### config.mk
export PLATFORM = sky130hd
export DESIGN_NAME = servo_bus_status_frame_parser
export DESIGN_NICKNAME = d
export VERILOG_FILES = /design/src/rtl/sbsfp_pkg.sv /design/src/rtl/sbsfp_parse_core.sv /design/src/rtl/sbsfp_out_reg.sv /design/src/rtl/servo_bus_status_frame_parser.sv
export SDC_FILE = /design/constraint.sdc
export NUM_CORES = 1
export LEC_CHECK = 0
export ABC_AREA = 1
export BUFFER_PORTS_ARGS = -buffer_cell sky130_fd_sc_hd__buf_4
export CAP_MARGIN = 30
export CORE_ASPECT_RATIO = 1.2
export CORE_MARGIN = 1
export CORE_UTILIZATION = 47
export DETAILED_ROUTE_END_ITERATION = 8
export PLACE_DENSITY = 0.65
export SLEW_MARGIN = 15
export SYNTH_ARGS = -nofsm -noshare
export SYNTH_HDL_FRONTEND = slang
export SYNTH_SLANG_ARGS = --single-unit
### constraint.sdc
create_clock -name clk -period 7.1 [get_ports clk]
set_clock_uncertainty 0.1 [all_clocks]
set_input_delay 0.71 -clock clk [delete_from_list [all_inputs] [get_ports clk]]
set_output_delay 0.71 -clock clk [all_outputs]
set_load 0.02 [all_outputs]
### src/rtl/sbsfp_pkg.sv
// Shared types and constants for the servo bus status frame parser.
package sbsfp_pkg;

	localparam int MAX_BODY_BYTES  = 32;
	localparam int HELD_DATA_BYTES = 8;
	localparam int COUNT_W         = $clog2(MAX_BODY_BYTES + 1);
	localparam int DLEN_W          = 5;
	localparam int DATA_W          = 64;

	localparam logic [7:0] HDR_BYTE = 8'hFF;
	localparam logic [7:0] MIN_LEN  = 8'd2;
	localparam logic [7:0] MAX_LEN  = 8'(MAX_BODY_BYTES);
	localparam logic [7:0] DLEN_SAT = 8'd31;

	typedef enum logic [2:0] {
		PH_HDR1,
		PH_HDR2,
		PH_ID,
		PH_LEN,
		PH_BODY
	} phase_t;

	typedef struct packed {
		logic [7:0]        id;
		logic [7:0]        error;
		logic [DLEN_W-1:0] dlen;
		logic [DATA_W-1:0] data;
	} resp_t;

endpackage

### src/rtl/sbsfp_parse_core.sv
// Frame state machine, running checksum and held data word.
module sbsfp_parse_core (
	input  logic               clk,
	input  logic               arst_n,
	input  logic               go,
	input  logic [7:0]         rx_byte,
	output logic               res_valid,
	output sbsfp_pkg::resp_t   res
);
	import sbsfp_pkg::*;

	phase_t                   phase_q, phase_d;
	logic [7:0]               id_q, id_d;
	logic [7:0]               len_q, len_d;
	logic [COUNT_W-1:0]       count_q, count_d;
	logic [7:0]               sum_q, sum_d;
	logic [7:0]               err_q, err_d;
	logic [DATA_W-1:0]        pend_q, pend_d;
	logic [DATA_W-1:0]        held_q, held_d;
	logic [COUNT_W:0]         count_inc;
	logic [7:0]               dlen;
	logic [DATA_W-1:0]        merged;

	assign count_inc = {1'b0, count_q} + 1'b1;
	assign dlen      = len_q - MIN_LEN;

	// lanes below the data length take the new bytes
	always_comb begin
		for (int i = 0; i < HELD_DATA_BYTES; i++) begin
			merged[8*i +: 8] = (8'(i) < dlen) ? pend_q[8*i +: 8] : held_q[8*i +: 8];
		end
		for (int i = HELD_DATA_BYTES; i < 8; i++) begin
			merged[8*i +: 8] = held_q[8*i +: 8];
		end
	end

	always_comb begin
		phase_d   = phase_q;
		id_d      = id_q;
		len_d     = len_q;
		count_d   = count_q;
		sum_d     = sum_q;
		err_d     = err_q;
		pend_d    = pend_q;
		held_d    = held_q;
		res_valid = 1'b0;
		res.id    = id_q;
		res.error = err_q;
		res.dlen  = (dlen > DLEN_SAT) ? DLEN_SAT[DLEN_W-1:0] : dlen[DLEN_W-1:0];
		res.data  = merged;
		case (phase_q)
			PH_HDR1: begin
				if (rx_byte == HDR_BYTE) phase_d = PH_HDR2;
			end
			PH_HDR2: begin
				phase_d = (rx_byte == HDR_BYTE) ? PH_ID : PH_HDR1;
			end
			PH_ID: begin
				id_d    = rx_byte;
				phase_d = PH_LEN;
			end
			PH_LEN: begin
				len_d   = rx_byte;
				count_d = '0;
				sum_d   = id_q + rx_byte;
				phase_d = (rx_byte < MIN_LEN || rx_byte > MAX_LEN) ? PH_HDR1 : PH_BODY;
			end
			PH_BODY: begin
				count_d = count_inc[COUNT_W-1:0];
				if ({{(8 - COUNT_W){1'b0}}, count_inc} < {1'b0, len_q}) begin
					sum_d = sum_q + rx_byte;
					if (count_q == '0) begin
						err_d = rx_byte;
					end else begin
						for (int i = 0; i < HELD_DATA_BYTES; i++) begin
							if (count_q == COUNT_W'(i + 1)) pend_d[8*i +: 8] = rx_byte;
						end
					end
				end else begin
					phase_d = PH_HDR1;
					if (~sum_q == rx_byte) begin
						res_valid = 1'b1;
						held_d    = merged;
					end
				end
			end
			default: begin
				phase_d = PH_HDR1;
			end
		endcase
	end

	always_ff @(posedge clk or negedge arst_n) begin
		if (!arst_n) begin
			phase_q <= PH_HDR1;
			id_q    <= '0;
			len_q   <= '0;
			count_q <= '0;
			sum_q   <= '0;
			err_q   <= '0;
			pend_q  <= '0;
			held_q  <= '0;
		end else if (go) begin
			phase_q <= phase_d;
			id_q    <= id_d;
			len_q   <= len_d;
			count_q <= count_d;
			sum_q   <= sum_d;
			err_q   <= err_d;
			pend_q  <= pend_d;
			held_q  <= held_d;
		end
	end

endmodule

### src/rtl/sbsfp_out_reg.sv
// Result register towards the response channel.
module sbsfp_out_reg (
	input  logic             clk,
	input  logic             arst_n,
	input  logic             load,
	input  sbsfp_pkg::resp_t res,
	input  logic             resp_stall,
	output logic             resp_valid,
	output sbsfp_pkg::resp_t resp_q
);
	import sbsfp_pkg::*;

	logic valid_q;

	assign resp_valid = valid_q;

	always_ff @(posedge clk or negedge arst_n) begin
		if (!arst_n) begin
			valid_q <= 1'b0;
		end else if (load) begin
			valid_q <= 1'b1;
		end else if (!resp_stall) begin
			valid_q <= 1'b0;
		end
	end

	always_ff @(posedge clk) begin
		if (load) resp_q <= res;
	end

endmodule

### src/rtl/servo_bus_status_frame_parser.sv
// Top level: servo bus status frame parser.
// Usage
//   Receive channel: rx_valid/rx_stall carry one bus byte (rx_byte) per request.
//   Response channel: resp_valid/resp_stall carry one parsed status frame per
//   request: resp_id, resp_error, data_length and the held 8-byte resp_data.
//   Frames FF FF id len body are hunted for byte by byte; a frame whose
//   checksum fails, or whose length is out of range, gives no response.
// Timing
//   A byte taken sits in the input register while it is parsed; its
//   response, if any, is then loaded into the result register, where it
//   waits to be accepted. One byte per cycle is sustained while the input
//   register is not held: the running checksum and byte-lane update are
//   the only logic between input and state registers.
// Stall
//   The input register only holds back while a frame-ending checksum byte
//   meets a full, stalled response register; bytes that give no response
//   keep flowing. rx_stall rises only while the input register is held.
// Reset
//   arst_n clears the parser to header hunting, zeroes the held data word and
//   empties both registers.
module servo_bus_status_frame_parser (
	input  logic                           clk,
	input  logic                           arst_n,
	input  logic                           rx_valid,
	output logic                           rx_stall,
	input  logic [7:0]                     rx_byte,
	output logic                           resp_valid,
	input  logic                           resp_stall,
	output logic [7:0]                     resp_id,
	output logic [7:0]                     resp_error,
	output logic [sbsfp_pkg::DLEN_W-1:0]   data_length,
	output logic [sbsfp_pkg::DATA_W-1:0]   resp_data
);
	import sbsfp_pkg::*;

	logic       valid_s1;
	logic [7:0] byte_s1;
	logic       go;
	logic       res_valid;
	resp_t      res;
	resp_t      resp_q;

	// byte moves on unless it makes a response that has nowhere to go
	assign go       = valid_s1 && (!res_valid || !resp_valid || !resp_stall);
	assign rx_stall = valid_s1 && !go;

	always_ff @(posedge clk or negedge arst_n) begin
		if (!arst_n) begin
			valid_s1 <= 1'b0;
		end else if (!rx_stall) begin
			valid_s1 <= rx_valid;
		end
	end

	always_ff @(posedge clk) begin
		if (rx_valid && !rx_stall) byte_s1 <= rx_byte;
	end

	sbsfp_parse_core u_core (
		.clk       (clk),
		.arst_n    (arst_n),
		.go        (go),
		.rx_byte   (byte_s1),
		.res_valid (res_valid),
		.res       (res)
	);

	sbsfp_out_reg u_out (
		.clk        (clk),
		.arst_n     (arst_n),
		.load       (go && res_valid),
		.res        (res),
		.resp_stall (resp_stall),
		.resp_valid (resp_valid),
		.resp_q     (resp_q)
	);

	assign resp_id     = resp_q.id;
	assign resp_error  = resp_q.error;
	assign data_length = resp_q.dlen;
	assign resp_data   = resp_q.data;

endmodule

==> results_dict.tcl, run 1 <==
set metrics [dict create \
    drtAntennaViolNets 0 \
    cap_viol_max_count 0 \
    synthCells 1266 \
    maxSlewHeadroom 0.356 \
    post-route-period-util 0.558 \
    clk_path_buf_depth 3 \
    finalNonFillerCells 1696 \
    ff_latch_area_sq_um 7070 \
    cts.repair.resized 0 \
    cp-end-kind "output port" \
    setup_tns_ns 0 \
    drt-initial-drc-count 767 \
    antenna_found_initial 0 \
    clk_pin_slew_worst_paths_ns 0.06 \
    fp.coreArea_sq_um 24000 \
    io_buffers 98 \
    ys_seq_area_frac 0.612 \
    synth_nets 1297 \
    cp.required_ns 6.29 \
    die_area_sq_um 25200 \
    hold_violations 0 \
    wl_per_cell_um 15.7 \
    ir_worst_vdd_uv 176 \
    drive_gt1_frac 0.126 \
    netlist_area_sq_um 11600 \
    cts_buffers 27 \
    drv_slew 0 \
    hp-class "in2async" \
    insertion_delay_ns 0.52 \
    critPathMaxFanout 11 \
    grt_pass1_vias 8652 \
    crit_type "reg2out" \
    synth-seq-cells 264 \
    reg2reg_depth 14 \
    hold_buffers 0 \
    die_h_um 174 \
    drc 0 \
    hpwl_um 17000 \
    ios 99 \
    critPathLaunchType "register" \
    finalSetupViolCount 0 \
    clock-sinks 264 \
    cts_setup_buffers 0 \
    track_usage 0.217 \
    multi_input_area_sq_um 4040 \
    cts_tree "built" \
    status "finished clean" \
    worst_pin_slew_ns 0.967 \
    htree_num_levels 1 \
    place_inst 1646 \
    max_freq_ghz 0.252 \
    start_util 0.481 \
    rows 62 \
    grt_pass1_wl_um 44200 \
    ys_types 35 \
    grt_max_degree 82 \
    syn_to_final_growth_pct 16.4 \
    avgSynthCellArea_sq_um 9.13 \
    vias 8811 \
    routabilityCongestion 0.893 \
    p_leak_uw 0.00659 \
    die_w_um 145 \
    via_per_inst 5.20 \
    insertedDiodeCount 0 \
    power_density_nw_per_um2 238 \
    finalCriticalPeriod_ns 3.96 \
    rsz0062_at_grt "no" \
    wirelength_um 26600 \
    root_buffer "clkbuf_16" \
    first_pass_iters 7 \
    final.fill_count 2192 \
    arrival_ns 3.15 \
    yosys_warnings 0 \
    overflow 0 \
    layout.nets 1387 \
]
per-layer routing:
metal,part of all wire,track usage,up-vias
met5,0,0,-
met4,0.021,0.0658,0
met3,0.051,0.0295,43
met2,0.49,0.365,237
met1,0.44,0.292,4228
li1,-,-,4303
cell usage in the layout (no fill, tap or decap), types with 7 or more instances in the layout:
cell type / n
nand2_1: 580
buf_4: 106
ha_1: 18
edfxtp_1: 93
nand4_1: 14
xor2_1: 8
clkbuf_16: 28
nor3_2: 7
dfrtp_1: 171
o21ai_0: 35
inv_1: 50
nor2_1: 34
nand3_1: 162
a21oi_1: 15
final timing paths:
path | start | end | slack, ns
worst max register to register | u_core.count_q[0] | u_core.pend_q[59] | 3.30
max in group asynchronous | arst_n | u_core.err_q[7] | 5.62
worst min-delay path | arst_n | u_core.held_q[53] | 0.12
worst max-delay path | u_core.count_q[0] | rx_stall | 3.14
min in group clk | rx_byte[0] | byte_s1[0] | 0.27
worst min register to register | u_core.err_q[4] | u_out.resp_q[73] | 0.34
sequential cells by signal, indices dropped and copies added (netlist names):
register          flops
u_core.phase_q        3
u_core.id_q           8
u_out.resp_valid      1
valid_s1              1
u_core.sum_q          8
u_core.held_q        64
u_core.count_q        6
u_core.err_q          8
byte_s1               8
u_out.resp_q         85
u_core.len_q          8
u_core.pend_q        64
cell usage after synthesis, drive strengths merged:
master | n | area share
xnor2 | 2 | 0.0015
o211ai | 1 | 0.00065
buf | 31 | 0.016
nand3 | 164 | 0.072
or2 | 2 | 0.0011
inv | 55 | 0.018
clkinv | 2 | 0.00065
nor2 | 39 | 0.014
ha | 18 | 0.019
nor3 | 9 | 0.0069
nand4 | 14 | 0.0076
clkbuf | 16 | 0.0052
nand3b | 2 | 0.0013
o21ai | 35 | 0.015
or3b | 1 | 0.00076
xor2 | 9 | 0.0075
o21a | 1 | 0.00065
nor4 | 1 | 0.00054
fa | 1 | 0.0017
a221oi | 1 | 0.00076
nand2 | 581 | 0.19
edfxtp | 93 | 0.24
a21oi | 16 | 0.0073
dfrtp | 171 | 0.37
a31oi | 1 | 0.00054
stage by stage:
step | hold WS (ns) | setup slack, ns | instance area [sq um] | util | power [uW]
floorplan | 0.314 | 2.12 | 11600 | - | 1730
global placement | 0.327 | 3.22 | 12500 | 0.521 | 1800
detailed placement | 0.340 | 3.32 | 12600 | 0.522 | 1800
CTS | 0.161 | 3.12 | 13400 | 0.559 | 3230
global route | 0.187 | 2.88 | 13500 | 0.560 | 3310
finish | 0.120 | 3.14 | 13500 | 0.560 | 3200
layout make-up:
type / count / share of cell area
tap: 320 / 0.0298
timing repair buffer: 108 / 0.0620
multi-input combinational: 898 / 0.300
clock inverter: 14 / 0.0112
clock buffer: 35 / 0.0555
inverter: 57 / 0.0161
sequential: 264 / 0.526
critical path, cell delays in order, from the launching register on:
cell     delay (ns)
dfrtp_1        0.46
nand3_1        0.15
nor3_1         0.21
xor2_1         0.17
inv_1          0.07
ha_1           0.29
a21oi_1        0.07
o21a_1         0.20
nand2_1        0.13
nand3_1        0.40
nor2_1         0.31
buf_4          0.19
kinds of logic after synthesis:
logic type                 share of synthesized area
buffers and inverters                         0.0396
and+or+nand+nor                                0.293
DFF                                            0.612
AOI/OAI and AO/OA                             0.0250
adders and majority gates                     0.0212
xor gates and xnor gates                     0.00899
power breakdown:
| group | total, uW | switching, uW | internal [uW] |
|---|---|---|---|
| Clock | 1430 | 584 | 850 |
| Combinational | 138 | 96.1 | 42.2 |
| Sequential | 1630 | 39.1 | 1590 |
| Total | 3200 | 719 | 2480 |
Note: power is estimated with default switching activity, not from simulation.
==> run 2, diff against run 1 <==
PLACE_DENSITY = 0.68   (was 0.65)
clock period = 3.2 ns   (was 7.1 ns; I/O delays follow)
==> run 2 against run 1 <==
  * Die area stayed put
  * Core utilization is 2.0 points higher
  * Combinational power grew to 2.7 times the previous value
  * Cell count is 2.2% higher
  * Largest power group unchanged
  * Highest routed layer unchanged
==> results_dict.tcl, run 2 (synthesized netlist as in run 1, its figures left out) <==
set metrics [dict create \
    largest_register_ffs 85 \
    die_h_um 174 \
    arrival_ns 2.65 \
    grt_max_degree 75 \
    root_buffer "clkbuf_16" \
    finalNonFillerCells 1733 \
    first_pass_iters 5 \
    clk_path_buf_depth 3 \
    multi_input_area_sq_um 4100 \
    busiest_layer "met2" \
    via_per_inst 5.23 \
    final.fill_count 2150 \
    rows 62 \
    io_buffers 98 \
    overflow 0 \
    maxSlewHeadroom 0.472 \
    grtUsageMet3 0.0292 \
    cap_viol_max_count 0 \
    reg2reg_depth 17 \
    status "finished clean" \
    syn_to_final_growth_pct 20.6 \
    cp-end-kind "output port" \
    grt_util_met1 0.285 \
    power_density_nw_per_um2 519 \
    critPathLaunchType "register" \
    routabilityCongestion 0.898 \
    die_area_sq_um 25200 \
    r2r-end "u_core.pend_q[18]" \
    max_freq_ghz 0.326 \
    crit_end "rx_stall" \
    critPathMaxFanout 6 \
    crit_start "u_core.count_q[0]" \
    clock-sinks 264 \
    cp_slowest_cell "dfrtp_2" \
    path_cells "nand3_4 > nor3_4 > xor2_1 > inv_1 > ha_4 > nand2_1 > nor2_1 > nand2_1 > nand2_2 > nand3_2 > buf_6 > nor2_4 > buf_6" \
    hpwl_um 17500 \
    ios 99 \
    insertedDiodeCount 0 \
    utilization 0.580 \
    htree_num_levels 1 \
    fp.coreArea_sq_um 24000 \
    drc 0 \
    cp.required_ns 2.78 \
    hp-class "in2async" \
    finalCriticalPeriod_ns 3.07 \
    insertion_delay_ns 0.53 \
    wl_per_cell_um 15.7 \
    top_regs "u_out.resp_q: 85 flops, u_core.held_q: 64 flops, u_core.pend_q: 64 flops" \
    finalSetupViolCount 0 \
    place_inst 1668 \
    die_w_um 145 \
    grt_pass1_wl_um 44400 \
    drive_gt1_frac 0.149 \
    r2r-start "u_core.count_q[0]" \
    crit_type "reg2out" \
    layout.nets 1424 \
    drtAntennaViolNets 0 \
    setup_tns_ns 0 \
    power_uw 7240 \
    max_stage_delay_ns 0.46 \
    ff_latch_area_sq_um 7080 \
    grt_use_met2 0.373 \
    antenna_found_initial 0 \
    whs_ns 0.288 \
    ir_worst_vdd_uv 451 \
    worst_pin_slew_ns 0.787 \
    final_cell_mix "nand2_1, dfrtp_1, nand3_1" \
    cts_tree "built" \
    rrSetupSlack_ns 0.26 \
    wirelength_um 27200 \
    largest_register "u_out.resp_q" \
    p_leak_uw 0.00715 \
    hold_violations 0 \
    cts_buffers 26 \
    grt_pass1_vias 8844 \
    drt-initial-drc-count 778 \
    start_util 0.481 \
    clk_pin_slew_worst_paths_ns 0.06 \
    rsz0062_at_grt "yes" \
    post-route-period-util 0.960 \
    track_usage 0.218 \
    vias 9059 \
    drv_slew 0 \
    final_common_cell "nand2_1" \
]
==> run 2: cell count changes in the layout (fill, tap and decap cells not counted), moves of 2 or more <==
cell / previous run / this run
buf_12: 0 / 6
ha_1: 18 / 16
clkinv_2: 4 / 2
nand3_1: 162 / 160
bufinv_16: 3 / 5
buf_6: 1 / 3
dlygate4sd3_1: 0 / 11
dfrtp_2: 0 / 3
buf_4: 106 / 126
dfrtp_1: 171 / 168
ha_4: 0 / 2
==> run 2: critical path, delay by kind of cell, from the launching register on <==
kind / cells / cell delay (ns)
simple gates: 8 / 0.86
xor+xnor: 1 / 0.16
flops: 1 / 0.46
buf+inv: 3 / 0.36
fa+ha+maj: 1 / 0.28
==> run 2: repair_timing <==
action	4_1_cts	5_1_grt
hold buffers	11	0
endpoints found under the hold margin	81	0
pin swaps	0	5
gates resized for setup	4	14
setup endpoints to repair	1	90
buffers inserted	0	6
==> run 2: routing by layer <==
| metal | up-vias | share of wire |
|---|---|---|
| met4 | 0 | 0.025 |
| met5 | - | 0 |
| met1 | 4374 | 0.43 |
| li1 | 4377 | - |
| met2 | 263 | 0.50 |
| met3 | 45 | 0.049 |
==> run 2: through the flow <==
stage	setup WS [ns]	cell area [sq um]
global route	-0.0538	13900
floorplan	0.0934	11600
finish	0.129	13900
global placement	0.270	12800
CTS	0.0102	13800
detailed placement	0.157	12800
==> run 2: layout make-up <==
| class | instances | share of cell area |
|---|---|---|
| flip-flops and latches | 264 | 0.508 |
| multi-input cells | 898 | 0.294 |
| repair buffers | 146 | 0.0868 |
| clock buffers | 35 | 0.0528 |
| well taps | 320 | 0.0287 |
| inverters | 57 | 0.0157 |
| clock inverters | 13 | 0.0140 |
==> run 2: worst min path at each step <==
stage                     slack (ns)  cells after the start    from                end
after CTS                       0.33                      2  arst_n  u_core.held_q[60]
after global routing            0.36                      2  arst_n  u_core.held_q[60]
final                           0.29                      2  arst_n  u_core.held_q[60]
after global placement          0.30                      1  arst_n  u_core.held_q[60]
after floorplan                -0.08                      0  arst_n  u_core.count_q[0]
after detailed placement        0.29                      1  arst_n  u_core.held_q[60]
==> run 2: report_power, final <==
| group | total (uW) | switching [uW] | internal (uW) |
|---|---|---|---|
| Combinational | 378 | 259 | 119 |
| Sequential | 3580 | 51.0 | 3530 |
| Clock | 3280 | 1260 | 2010 |
==> run 3, diff against run 2 <==
SETUP_SLACK_MARGIN = 0.3   (was not set)
==> run 3 against run 2 <==
  * Setup slack better by 0.015 ns
  * Non-clock buffer count grew 15
  * Total power shrank 3.2%
  * Register-to-register slack better by 0.03 ns
  * Critical path depth down 1
  * Via count up 1.1%
  * Die area is the same
  * Clock power fell by 7.3%
  * Sequential share of layout area down 0.30 points
  * Clock-buffer cell count unchanged
  * Hold slack improved by 0.069 ns
  * Critical path type unchanged
  * Largest cell class unchanged
  * Largest power group unchanged
==> results_dict.tcl, run 3 (synthesized netlist as in run 1, its figures left out) <==
set metrics [dict create \
    status "finished clean" \
    finalSetupViolCount 0 \
    antenna_found_initial 0 \
    p_comb_frac 0.054 \
    grt_pass1_vias 8680 \
    crit_type "reg2out" \
    worst_pin_slew_ns 0.948 \
    die_h_um 174 \
    post-route-period-util 0.955 \
    grt_use_met2 0.369 \
    root_buffer "clkbuf_16" \
    ff_latch_area_sq_um 7080 \
    cp.depth 12 \
    final_cell_mix "nand2_1, dfrtp_1, nand3_1" \
    placed_cell_area_sq_um 12800 \
    cp-end-kind "output port" \
    fp.coreArea_sq_um 24000 \
    cts_tree "built" \
    rows 62 \
    cap_viol_max_count 0 \
    max_stage_delay_ns 0.41 \
    utilization 0.583 \
    power_uw 7010 \
    largest_register "u_out.resp_q" \
    top_regs "u_out.resp_q: 85 flops, u_core.held_q: 64 flops, u_core.pend_q: 64 flops" \
    multi_input_area_sq_um 4110 \
    critPathBufInv 3 \
    drive_gt1_frac 0.162 \
    overflow 0 \
    rrSetupSlack_ns 0.29 \
    stdcell_area_sq_um 14000 \
    start_util 0.481 \
    drt-initial-drc-count 690 \
    cp_slowest_cell "dfrtp_2" \
    max_freq_ghz 0.327 \
    path_cells "nand3_2 > nor3_2 > xor2_1 > inv_1 > ha_4 > a21oi_2 > o21a_1 > nand2_2 > nand3_2 > buf_6 > nor2_4 > buf_6" \
    hpwl_um 17200 \
    drv_slew 0 \
    cp.required_ns 2.78 \
    p_sw_frac 0.227 \
    clk_path_buf_depth 3 \
    intPower_uw 5410 \
    whs_ns 0.357 \
    hp-class "reg2reg" \
    wirelength_um 27400 \
    critPathLaunchType "register" \
    largest_register_ffs 85 \
    grt_pass1_wl_um 44100 \
    path_delay_family "simple AND/OR/NAND/NOR gates" \
    die_area_sq_um 25200 \
    track_usage 0.216 \
    r2r-start "u_core.count_q[1]" \
    drtAntennaViolNets 0 \
    grtUsageMet3 0.0313 \
    maxSlewHeadroom 0.368 \
    drc 0 \
    ir_worst_vdd_uv 444 \
    power_density_nw_per_um2 500 \
    routabilityCongestion 0.843 \
    setup_tns_ns 0 \
    ios 99 \
    io_buffers 98 \
    crit_end "rx_stall" \
    first_pass_iters 5 \
    wl_per_cell_um 15.7 \
    clkPwrFrac 0.434 \
    final_common_cell "nand2_1" \
    final.fill_count 2102 \
    crit_start "u_core.count_q[1]" \
    grt_util_met1 0.288 \
    p_leak_uw 0.00720 \
    seq_power_share 0.511 \
    finalCriticalPeriod_ns 3.06 \
    arrival_ns 2.64 \
    layout.nets 1440 \
    clock-sinks 264 \
    rsz0062_at_grt "yes" \
    htree_num_levels 1 \
    die_w_um 145 \
    critPathMaxFanout 4 \
    grt_max_degree 172 \
    cts_buffers 27 \
    r2r-end "u_core.pend_q[39]" \
    vias 9156 \
    reg2reg_depth 14 \
    syn_to_final_growth_pct 21.3 \
    insertion_delay_ns 0.53 \
    hold_violations 0 \
    busiest_layer "met2" \
    insertedDiodeCount 0 \
    clk_pin_slew_worst_paths_ns 0.06 \
    via_per_inst 5.23 \
    p_switching_uw 1590 \
]
-- run 3: cell count changes in the layout (fill, tap and decap cells not counted), sizes merged --
cell,delta
bufinv,-2
clkbuf,+2
clkinv,+4
clkinvlp,-1
buf,+13
-- run 3: power groups by stage --
stage	Sequential (uW)	Clock (uW)	Combinational, uW
after CTS	3580	3080	380
after global placement	3640	0	361
final	3580	3040	381
after detailed placement	3650	0	366
after floorplan	3630	0	209
after global routing	3590	3220	425
-- run 3: per-layer routing --
layer	vias to the layer above	wire length, um
li1	4422	-
met1	4406	11700
met2	281	13600
met3	47	1600
met4	0	545
met5	-	0
-- run 3: repair_timing --
item	4_1_cts	5_1_grt
endpoints found under the hold margin	181	0
setup buffers	7	10
cloned	0	1
gates resized for setup	11	22
endpoints found under the setup margin	186	247
hold buffers	11	0
pin swaps	3	12
-- run 3: layout make-up --
| type | count | share of cell area |
|---|---|---|
| clock inverter | 14 | 0.00919 |
| sequential | 264 | 0.505 |
| timing repair buffer | 161 | 0.0964 |
| inverter | 57 | 0.0164 |
| multi-input combinational | 898 | 0.293 |
| clock buffer | 35 | 0.0517 |
| tap | 320 | 0.0286 |
-- run 3: metrics by stage --
step / std cells / worst slack (ns)
after floorplan: 1266 / 0.360
after global placement: 1671 / 0.313
after detailed placement: 1671 / 0.238
after CTS: 1738 / 0.244
after global routing: 1749 / 0.0564
final: 1749 / 0.144
-- run 3: worst reg2reg max path, stage by stage, from the launching register on --
cell	delay, ns
dfrtp_2	0.41
nand3_2	0.11
nor3_2	0.22
xor2_1	0.18
inv_1	0.10
ha_4	0.25
a21oi_2	0.11
o21a_1	0.20
nand2_2	0.08
nand3_2	0.09
nand2_1	0.28
nor2_4	0.21
buf_12	0.27
nand3_1	0.16
nand2_1	0.08
-- run 3: how the worst min path moves through the flow --
stage,start,to,cells after the start
floorplan,arst_n,u_core.count_q[0],0
global placement,u_core.id_q[2],u_out.resp_q[79],0
detailed placement,u_core.err_q[4],u_out.resp_q[73],0
CTS,u_core.id_q[2],u_out.resp_q[79],0
global route,u_core.err_q[7],u_out.resp_q[76],0
finish,u_core.err_q[7],u_out.resp_q[76],0
